File: src/hdl/sprite_frame_sequencer_unit_defines.svh
// assertion macros of the sprite frame sequencer top level
`ifndef SPRITE_FRAME_SEQUENCER_UNIT_DEFINES_SVH
`define SPRITE_FRAME_SEQUENCER_UNIT_DEFINES_SVH

// condition and consequence in the same cycle
`define SFS_ASSERT_NOW(lbl, clk, rst_n, ante, cons, msg) \
    lbl: assert property (@(posedge clk) disable iff (!rst_n) (ante) |-> (cons)) \
        else $error(msg);

// consequence in the cycle after the condition
`define SFS_ASSERT_NEXT(lbl, clk, rst_n, ante, cons, msg) \
    lbl: assert property (@(posedge clk) disable iff (!rst_n) (ante) |=> (cons)) \
        else $error(msg);

`endif

File: src/hdl/sfs_pkg.sv
// shared types and constants of the sprite frame sequencer
package sfs_pkg;

    localparam int FRAC_BITS   = 16;
    localparam int COORD_W     = FRAC_BITS + 1;
    localparam int STEP_BITS   = 4;
    localparam int DIV_STEPS   = FRAC_BITS / STEP_BITS;
    localparam int S_TDATA_W   = 16;
    localparam int M_TDATA_W   = 88;
    localparam int CFG_INDEX_W = 3;
    localparam int CFG_DATA_W  = 16;
    localparam int FRAMES_W    = 12;
    localparam int FCOUNT_W    = 13;
    localparam logic [FCOUNT_W-1:0] FRAMES_LIMIT = 13'd4096;
    localparam logic [COORD_W-1:0]  ONE_FIXED    = 17'h10000;

    typedef enum logic [CFG_INDEX_W-1:0] {
        CFG_GRID_ROWS,
        CFG_GRID_COLUMNS,
        CFG_START_ROW,
        CFG_START_COLUMN,
        CFG_FRAME_COUNT,
        CFG_FRAME_DELAY,
        CFG_PLAY_ENABLE,
        CFG_PAUSED
    } t_cfg_index;

    typedef enum logic {
        OP_TICK,
        OP_RESTART
    } t_op;

endpackage

File: src/hdl/sfs_divider.sv
// shared fraction divider: (index << 16) / cells, four quotient bits per cycle
module sfs_divider import sfs_pkg::*; #(
    parameter int GRID_BITS = 6
) (
    input  logic                 i_clk,
    input  logic                 i_rst_n,
    input  logic                 i_start,
    input  logic [GRID_BITS:0]   i_index,
    input  logic [GRID_BITS:0]   i_cells,
    output logic                 o_done,
    output logic [COORD_W-1:0]   o_quot
);

    localparam int CW    = GRID_BITS + 1;
    localparam int CNT_W = $clog2(DIV_STEPS);
    localparam logic [CNT_W-1:0] CNT_LAST = CNT_W'(DIV_STEPS - 1);

    logic                 r_busy;
    logic                 r_done;
    logic [CNT_W-1:0]     r_cnt;
    logic [CW-1:0]        r_rem;
    logic [CW-1:0]        r_cells;
    logic                 r_sat;
    logic [FRAC_BITS-1:0] r_quot;

    logic [CW-1:0]        n_rem;
    logic [STEP_BITS-1:0] n_bits;
    logic [CW:0]          n_trial;

    // restoring division, several dependent bits per cycle on narrow values
    always_comb begin
        n_rem   = r_rem;
        n_bits  = '0;
        n_trial = '0;
        for (int k = 0; k < STEP_BITS; k++) begin
            n_trial = {n_rem, 1'b0};
            if (n_trial >= {1'b0, r_cells}) begin
                n_trial = n_trial - {1'b0, r_cells};
                n_bits[STEP_BITS-1-k] = 1'b1;
            end
            n_rem = n_trial[CW-1:0];
        end
    end

    always_ff @(posedge i_clk) begin
        if (!i_rst_n) begin
            r_busy <= 1'b0;
            r_done <= 1'b0;
            r_cnt  <= '0;
        end else begin
            r_done <= 1'b0;
            if (i_start) begin
                r_busy  <= 1'b1;
                r_cnt   <= '0;
                r_rem   <= i_index;
                r_cells <= i_cells;
                // a bound at or past the grid edge is one or saturates to one
                r_sat   <= (i_index >= i_cells);
            end else if (r_busy) begin
                r_rem  <= n_rem;
                r_quot <= {r_quot[FRAC_BITS-STEP_BITS-1:0], n_bits};
                r_cnt  <= r_cnt + 1'b1;
                if (r_cnt == CNT_LAST) begin
                    r_busy <= 1'b0;
                    r_done <= 1'b1;
                end
            end
        end
    end

    assign o_done = r_done;
    assign o_quot = r_sat ? ONE_FIXED : {1'b0, r_quot};

endmodule

File: src/hdl/sprite_frame_sequencer_unit.sv
// top level of the sprite-sheet frame sequencer
// Usage: items enter on the slave stream (tuser = operation, 0 tick, 1 restart;
// tdata = elapsed time). Each item yields exactly one result on the master
// stream with the current cell, its four texture bounds in 1.16 fixed point
// and a flag telling whether this tick moved to another frame.
// Configuration is written through the cfg channel (index, data), always
// ready; write it only while no item is in flight.
// Sequence: an item is taken in the idle state, then the accumulator update
// and the advance step each take a state, and four bound divisions run one
// after the other on one shared divider (start, steps of four quotient bits,
// done). The result register loads in the load state, and tready returns
// together with the loaded result, so no item is taken before it is loaded.
// The result sits in an output register, so the next item is taken while a
// result still waits; if the receiver stalls, the following result waits in
// the sequencer until the output register frees up.
// Reset: registers go to their defaults (grid 1 x 1, one frame, no delay,
// stopped, not paused), the cell, frame counter and accumulator clear.
module sprite_frame_sequencer_unit import sfs_pkg::*; #(
    parameter int TIME_BITS = 32,
    parameter int GRID_BITS = 6
) (
    input  logic                   i_clk,
    input  logic                   i_rst_n,
    // slave stream
    input  logic                   i_s_tvalid,
    output logic                   o_s_tready,
    input  logic [S_TDATA_W-1:0]   i_s_tdata,   // [15:0] elapsed
    input  logic                   i_s_tuser,   // [0] operation
    // master stream
    output logic                   o_m_tvalid,
    input  logic                   i_m_tready,
    // [5:0] frame_row, [11:6] frame_column, [28:12] u_left, [45:29] u_right,
    // [62:46] v_top, [79:63] v_bottom, [80] frame_advanced, [87:81] zero
    output logic [M_TDATA_W-1:0]   o_m_tdata,
    // configuration writes
    input  logic                   i_cfg_valid,
    output logic                   o_cfg_ready,
    input  logic [CFG_INDEX_W-1:0] i_cfg_index,
    input  logic [CFG_DATA_W-1:0]  i_cfg_data
);

    `include "sprite_frame_sequencer_unit_defines.svh"

    localparam int CW = GRID_BITS + 1;
    localparam int GW = (CW > 7) ? CW : 7;
    localparam int unsigned GRID_LIM = 1 << GRID_BITS;

    typedef enum logic [2:0] {
        S_IDLE,
        S_ACC,
        S_STEP,
        S_DIV_START,
        S_DIV_WAIT,
        S_LOAD
    } t_state;

    typedef enum logic [1:0] {
        SEL_U_LEFT,
        SEL_U_RIGHT,
        SEL_V_TOP,
        SEL_V_BOTTOM
    } t_bound_sel;

    // configuration registers
    logic [6:0]          r_grid_rows;
    logic [6:0]          r_grid_columns;
    logic [5:0]          r_start_row;
    logic [5:0]          r_start_column;
    logic [FCOUNT_W-1:0] r_frame_count;
    logic [15:0]         r_frame_delay;
    logic                r_play_enable;
    logic                r_paused;

    // sequencer and animation state
    t_state              r_state;
    t_bound_sel          r_sel;
    t_op                 r_op;
    logic [15:0]         r_elapsed;
    logic [TIME_BITS-1:0] r_acc;
    logic [GRID_BITS-1:0] r_row;
    logic [GRID_BITS-1:0] r_col;
    logic [FRAMES_W-1:0] r_frames;
    logic                r_moved;
    logic [COORD_W-1:0]  r_u_left;
    logic [COORD_W-1:0]  r_u_right;
    logic [COORD_W-1:0]  r_v_top;
    logic [COORD_W-1:0]  r_v_bottom;
    logic                r_m_tvalid;
    logic [M_TDATA_W-1:0] r_m_tdata;

    logic [TIME_BITS:0]   n_acc_sum;
    logic [TIME_BITS-1:0] n_acc;
    logic [GW-1:0]        n_cols_ext;
    logic [GW-1:0]        n_rows_ext;
    logic [CW-1:0]        n_cols;
    logic [CW-1:0]        n_rows;
    logic [FCOUNT_W-1:0]  n_fc;
    logic [FCOUNT_W-1:0]  n_next;
    logic [CW-1:0]        n_col_inc;
    logic [CW-1:0]        n_row_inc;
    logic                 n_do_step;
    logic [CW-1:0]        n_div_index;
    logic [CW-1:0]        n_div_cells;
    logic                 div_start;
    logic                 div_done;
    logic [COORD_W-1:0]   div_quot;

    assign o_cfg_ready = 1'b1;

    always_ff @(posedge i_clk) begin
        if (!i_rst_n) begin
            r_grid_rows    <= 7'd1;
            r_grid_columns <= 7'd1;
            r_start_row    <= '0;
            r_start_column <= '0;
            r_frame_count  <= FCOUNT_W'(1);
            r_frame_delay  <= '0;
            r_play_enable  <= 1'b0;
            r_paused       <= 1'b0;
        end else if (i_cfg_valid) begin
            unique case (t_cfg_index'(i_cfg_index))
                CFG_GRID_ROWS:    r_grid_rows    <= i_cfg_data[6:0];
                CFG_GRID_COLUMNS: r_grid_columns <= i_cfg_data[6:0];
                CFG_START_ROW:    r_start_row    <= i_cfg_data[5:0];
                CFG_START_COLUMN: r_start_column <= i_cfg_data[5:0];
                CFG_FRAME_COUNT:  r_frame_count  <= i_cfg_data[FCOUNT_W-1:0];
                CFG_FRAME_DELAY:  r_frame_delay  <= i_cfg_data;
                CFG_PLAY_ENABLE:  r_play_enable  <= i_cfg_data[0];
                CFG_PAUSED:       r_paused       <= i_cfg_data[0];
                default: ;
            endcase
        end
    end

    // grid sizes: zero counts as one, anything above the grid limit clamps
    always_comb begin
        n_cols_ext = GW'(r_grid_columns);
        n_rows_ext = GW'(r_grid_rows);
        if (n_cols_ext == '0) begin
            n_cols_ext = GW'(1);
        end else if (n_cols_ext > GW'(GRID_LIM)) begin
            n_cols_ext = GW'(GRID_LIM);
        end
        if (n_rows_ext == '0) begin
            n_rows_ext = GW'(1);
        end else if (n_rows_ext > GW'(GRID_LIM)) begin
            n_rows_ext = GW'(GRID_LIM);
        end
        n_cols = n_cols_ext[CW-1:0];
        n_rows = n_rows_ext[CW-1:0];
    end

    // saturating accumulate
    assign n_acc_sum = {1'b0, r_acc} + (TIME_BITS + 1)'(r_elapsed);
    assign n_acc     = n_acc_sum[TIME_BITS] ? '1 : n_acc_sum[TIME_BITS-1:0];

    assign n_fc      = (r_frame_count > FRAMES_LIMIT) ? FRAMES_LIMIT : r_frame_count;
    assign n_next    = FCOUNT_W'(r_frames) + 1'b1;
    assign n_col_inc = CW'(r_col) + 1'b1;
    assign n_row_inc = CW'(r_row) + 1'b1;
    assign n_do_step = !r_paused && r_play_enable
                    && (r_acc > TIME_BITS'(r_frame_delay));

    always_comb begin
        case (r_sel)
            SEL_U_LEFT: begin
                n_div_index = CW'(r_col);
                n_div_cells = n_cols;
            end
            SEL_U_RIGHT: begin
                n_div_index = n_col_inc;
                n_div_cells = n_cols;
            end
            SEL_V_TOP: begin
                n_div_index = CW'(r_row);
                n_div_cells = n_rows;
            end
            default: begin
                n_div_index = n_row_inc;
                n_div_cells = n_rows;
            end
        endcase
    end

    assign div_start = (r_state == S_DIV_START);

    sfs_divider #(
        .GRID_BITS (GRID_BITS)
    ) u_divider (
        .i_clk   (i_clk),
        .i_rst_n (i_rst_n),
        .i_start (div_start),
        .i_index (n_div_index),
        .i_cells (n_div_cells),
        .o_done  (div_done),
        .o_quot  (div_quot)
    );

    always_ff @(posedge i_clk) begin
        if (!i_rst_n) begin
            r_state    <= S_IDLE;
            r_sel      <= SEL_U_LEFT;
            r_acc      <= '0;
            r_row      <= '0;
            r_col      <= '0;
            r_frames   <= '0;
            r_moved    <= 1'b0;
            r_m_tvalid <= 1'b0;
        end else begin
            // in the load state the freed register takes the new result
            if (r_m_tvalid && i_m_tready && r_state != S_LOAD) begin
                r_m_tvalid <= 1'b0;
            end
            unique case (r_state)
                S_IDLE: begin
                    if (i_s_tvalid) begin
                        r_op      <= t_op'(i_s_tuser);
                        r_elapsed <= i_s_tdata;
                        r_state   <= S_ACC;
                    end
                end
                S_ACC: begin
                    if (r_op == OP_TICK && !r_paused) begin
                        r_acc <= n_acc;
                    end
                    r_state <= S_STEP;
                end
                S_STEP: begin
                    r_moved <= (r_op != OP_RESTART) && n_do_step;
                    if (r_op == OP_RESTART) begin
                        r_acc    <= '0;
                        r_frames <= '0;
                        r_row    <= GRID_BITS'(r_start_row);
                        r_col    <= GRID_BITS'(r_start_column);
                    end else if (n_do_step) begin
                        r_acc   <= '0;
                        if (n_next < n_fc) begin
                            r_frames <= n_next[FRAMES_W-1:0];
                            // column wraps into the next row, last row wraps to zero
                            if (n_col_inc >= n_cols) begin
                                r_col <= '0;
                                if (n_row_inc >= n_rows) begin
                                    r_row <= '0;
                                end else begin
                                    r_row <= n_row_inc[GRID_BITS-1:0];
                                end
                            end else begin
                                r_col <= n_col_inc[GRID_BITS-1:0];
                            end
                        end else begin
                            r_frames <= '0;
                            r_row    <= GRID_BITS'(r_start_row);
                            r_col    <= GRID_BITS'(r_start_column);
                        end
                    end
                    r_sel   <= SEL_U_LEFT;
                    r_state <= S_DIV_START;
                end
                S_DIV_START: begin
                    r_state <= S_DIV_WAIT;
                end
                S_DIV_WAIT: begin
                    if (div_done) begin
                        case (r_sel)
                            SEL_U_LEFT:  r_u_left   <= div_quot;
                            SEL_U_RIGHT: r_u_right  <= div_quot;
                            SEL_V_TOP:   r_v_top    <= div_quot;
                            default:     r_v_bottom <= div_quot;
                        endcase
                        if (r_sel == SEL_V_BOTTOM) begin
                            r_state <= S_LOAD;
                        end else begin
                            r_sel   <= t_bound_sel'(r_sel + 1'b1);
                            r_state <= S_DIV_START;
                        end
                    end
                end
                S_LOAD: begin
                    if (!r_m_tvalid || i_m_tready) begin
                        r_m_tdata  <= {7'd0, r_moved, r_v_bottom, r_v_top,
                                       r_u_right, r_u_left, 6'(r_col), 6'(r_row)};
                        r_m_tvalid <= 1'b1;
                        r_state    <= S_IDLE;
                    end
                end
                default: begin
                    r_state <= S_IDLE;
                end
            endcase
        end
    end

    assign o_s_tready = (r_state == S_IDLE);
    assign o_m_tvalid = r_m_tvalid;
    assign o_m_tdata  = r_m_tdata;

    `SFS_ASSERT_NOW(a_div_done_in_wait, i_clk, i_rst_n, div_done, r_state == S_DIV_WAIT, "divider finished outside the wait state")
    `SFS_ASSERT_NEXT(a_restart_clears, i_clk, i_rst_n, r_state == S_STEP && r_op == OP_RESTART, r_acc == '0 && r_frames == '0, "restart left counters set")
    `SFS_ASSERT_NOW(a_result_from_load, i_clk, i_rst_n, $rose(r_m_tvalid), $past(r_state) == S_LOAD, "result appeared outside the load state")

endmodule

File: config.mk
export PLATFORM = sky130hd
export DESIGN_NAME = sprite_frame_sequencer_unit
export DESIGN_NICKNAME = d
export VERILOG_FILES = /design/src/hdl/sfs_pkg.sv /design/src/hdl/sfs_divider.sv /design/src/hdl/sprite_frame_sequencer_unit.sv
export VERILOG_INCLUDE_DIRS = /design/src /design/src/hdl
export SDC_FILE = /design/constraint.sdc
export NUM_CORES = 1
export LEC_CHECK = 0
export BUFFER_PORTS_ARGS = -buffer_cell sky130_fd_sc_hd__buf_4
export CAP_MARGIN = 20
export CORE_AREA = 2 2 183 185
export CTS_CLUSTER_DIAMETER = 40
export CTS_CLUSTER_SIZE = 30
export DETAILED_ROUTE_END_ITERATION = 7
export DIE_AREA = 0 0 185 187
export PLACE_DENSITY = 0.72
export SETUP_SLACK_MARGIN = 0.05
export SYNTH_ARGS = -nofsm -noshare
export SYNTH_HDL_FRONTEND = slang
export SYNTH_SLANG_ARGS = --single-unit
File: constraint.sdc
create_clock -name i_clk -period 20.2 [get_ports i_clk]
set_input_delay 3.03 -clock i_clk [delete_from_list [all_inputs] [get_ports i_clk]]
set_output_delay 3.03 -clock i_clk [all_outputs]
set_load 0.05 [all_outputs]
==> flow_summary.toml <==
[setup_path]
critical-path-slowest-cell = "edfxtp_1"
worstSetupEndpointType = "flop"
family_with_the_most_delay_on_the_worst_path = "compound AO/OA/AOI/OAI gates"
cp-start-kind = "flop"
critical_path_required_ps = 20470
type_of_the_worst_setup_path = "reg -> reg"
critPathArrivalTime_ps = 8670
cp.buffers_inverters = 0
worst_path_most_repeated_cell = "a21oi_1"
path_max_fanout = 13
critical-path-max-stage-delay_ps = 630

[yosys]
ys_async_sr_fraction = 0
post_synth_num_cell_types = 82
ys_top_cells_by_count = "edfxtp_1, nand2_1, a21oi_1"
yosysTopAreaCell = "edfxtp_1"
synth-seq-cells = 321
synthFlopType = "edfxtp_1"
syn_area_per_cell_um2 = 10.6
post_synth_inst_count = 1459
yosys-top-cells-area = "edfxtp_1, dfxtp_1, ha_1"
yosysWarnings = 0
yosysTopAreaCellShare = 0.382
number_of_enable_flip_flop_cells_after_synthesis = 197
yosysMostFrequentCell = "edfxtp_1"
syn-cell-area_mm2 = 0.0155
synth.yosys.seq_area_share = 0.542

[clock_network]
tritoncts = "built"
cts_num_sinks = 321
cts_buffers = 40
cts_hold_buf = 0
clock_tree.root_cell = "clkbuf_16"
post_cts_resized = 0
clk_transition_reported_paths_ps = 70
depth_of_the_cts_h_tree = 2
post-cts-setup-buffer-count = 0
cts_buffer_depth = 3
clkLatencyLatePin_ps = 570

[layout]
num_antenna_cells = 0
design.final.nets = 1711
drive_above_1_share = 0.145
layoutNonFillerInstCount = 2050
area_growth_syn_to_layout_pct = 17.2
finalCoreUtilization = 0.552

[floorplanning]
die_area_mm2 = 0.0346
core_region_area_mm2 = 0.0329
num_io_pins = 132
die-height_um = 187
floorplan.die.width_um = 185
placementRows = 67
start_util = 0.471

[sta]
period_minus_slack_ps = 8390
worst_slew_pin_slew_ps = 1060
final-max-slew-violation-count = 0
hold_slack_ps = 392
finClkSkew_ps = 48.8
setup_total_negative_slack_ps = 0
report.final.hold_viol_count = 0
achievable_frequency_mhz = 119
setup_violations_final = 0
max_slew_margin = 0.295
grt_setup_unrepaired = "no"
fin_crit_sh = 0.415

[power]
total_leakage_power_nw = 6.88
max-vdd-ir-drop_uv = 82.2
power_per_cell_area_mw_per_mm2 = 107

[routing]
avgViaCountPerCell = 5.44
drc = 0
route.final.wire_length_um = 34100
drt_pre_antenna_iters = 5
vias = 11151
detail-route-antenna-nets = 0
wire_per_inst_um = 16.6
drtIter0Drc = 728

[job]
cap_viol_max_count = 0

[outcome]
result_of_the_run = "finished clean"

[global_routing]
grt_antenna_before_repair = 0
pin_count_of_the_biggest_net_entering_global_routing = 100
grt_first_pass_wirelength_um = 54500
grtUsageTotal = 0.196
first_global_vias = 10729
grt_overflow = 0

[placement]
numPlacedInstances = 1975
placement.io_buffers = 123
place_congestion = 0.907
placed_wire_length_estimate_um = 24200

[worst_hold_path]
hold_path.class = "reg -> reg"
==> where the power goes <==
group          leakage (nW)  internal, W  total [W]  switching (W)
Clock                 0.664     0.000396   0.000716       0.000320
Sequential             2.79     0.000732   0.000759      0.0000274
Combinational          3.42     0.000195   0.000468       0.000274
==> final cells by class <==
type | instances | area, um^2
inverter | 76 | 285
multi-input combinational | 1000 | 6540
tap | 448 | 561
fill | 2809 | 14700
clock inverter | 30 | 360
timing repair buffer | 131 | 983
sequential | 321 | 8400
clock buffer | 44 | 1030
==> flip-flops by register name (all words and copies together), names as in the netlist, 6 cells and up <==
| register | count |
|---|---|
| o_m_tdata | 81 |
| r_acc | 32 |
| r_u_left | 17 |
| r_u_right | 17 |
| r_v_bottom | 17 |
| r_v_top | 17 |
| r_elapsed | 16 |
| r_frame_delay | 16 |
| u_divider.r_quot | 16 |
| r_frame_count | 13 |
| r_frames | 12 |
| r_grid_columns | 7 |
| r_grid_rows | 7 |
| u_divider.r_cells | 7 |
| u_divider.r_rem | 7 |
| r_col | 6 |
| r_row | 6 |
| r_start_column | 6 |
| r_start_row | 6 |
==> layout by cell type (no fill, tap or decap), types with 12 or more instances in the layout <==
cell type	count
dfxtp_1	124
buf_4	131
nand3_1	36
nor2b_1	27
xnor2_1	29
and3_1	15
nand2b_1	18
mux2i_1	32
edfxtp_1	197
nor3_1	39
a21o_1	22
inv_1	75
nor2_1	116
xor2_1	18
nand2_1	137
a211oi_1	25
clkbuf_16	40
ha_1	98
o21a_1	12
a21oi_1	134
a31oi_1	16
and2_1	12
o21ai_0	71
==> path summary, 6_finish.rpt <==
kind                             end                  from  cells after the start  slack [ps]
hold / removal         o_m_tdata[31]          r_u_right[2]                      0         390
hold reg to reg        o_m_tdata[31]          r_u_right[2]                      0         390
setup / recovery  u_divider.r_rem[3]  u_divider.r_cells[0]                     29       11810
setup reg to reg  u_divider.r_rem[3]  u_divider.r_cells[0]                     29       11810
==> through the flow <==
step	setup slack, ps	area, um^2	power, W
after CTS	11910	18100	0.00196
after detailed placement	11950	16800	0.00124
final	11810	18200	0.00194
after floorplan	8110	15500	0.00114
after global routing	11330	18200	0.00204
after global placement	12030	16800	0.00123
==> logic make-up after synthesis <==
logic type	after synthesis	share of synthesized area
AOI/OAI and AO/OA	352	0.144
xor gates and xnor gates	47	0.0266
adders and majority gates	100	0.0818
buffers and inverters	144	0.0382
DFF	321	0.542
muxes	39	0.0260
other	2	0.000485
and+or+nand+nor	454	0.140
==> metal layers <==
metal	routed length (um)	vias to the layer above	GRT usage
li1	-	5526	-
met1	14500	5237	0.244
met2	16600	307	0.338
met3	1780	81	0.0331
met4	1260	0	0.0778
met5	0	-	0
No activity file was read; power rests on OpenSTA's default activity.
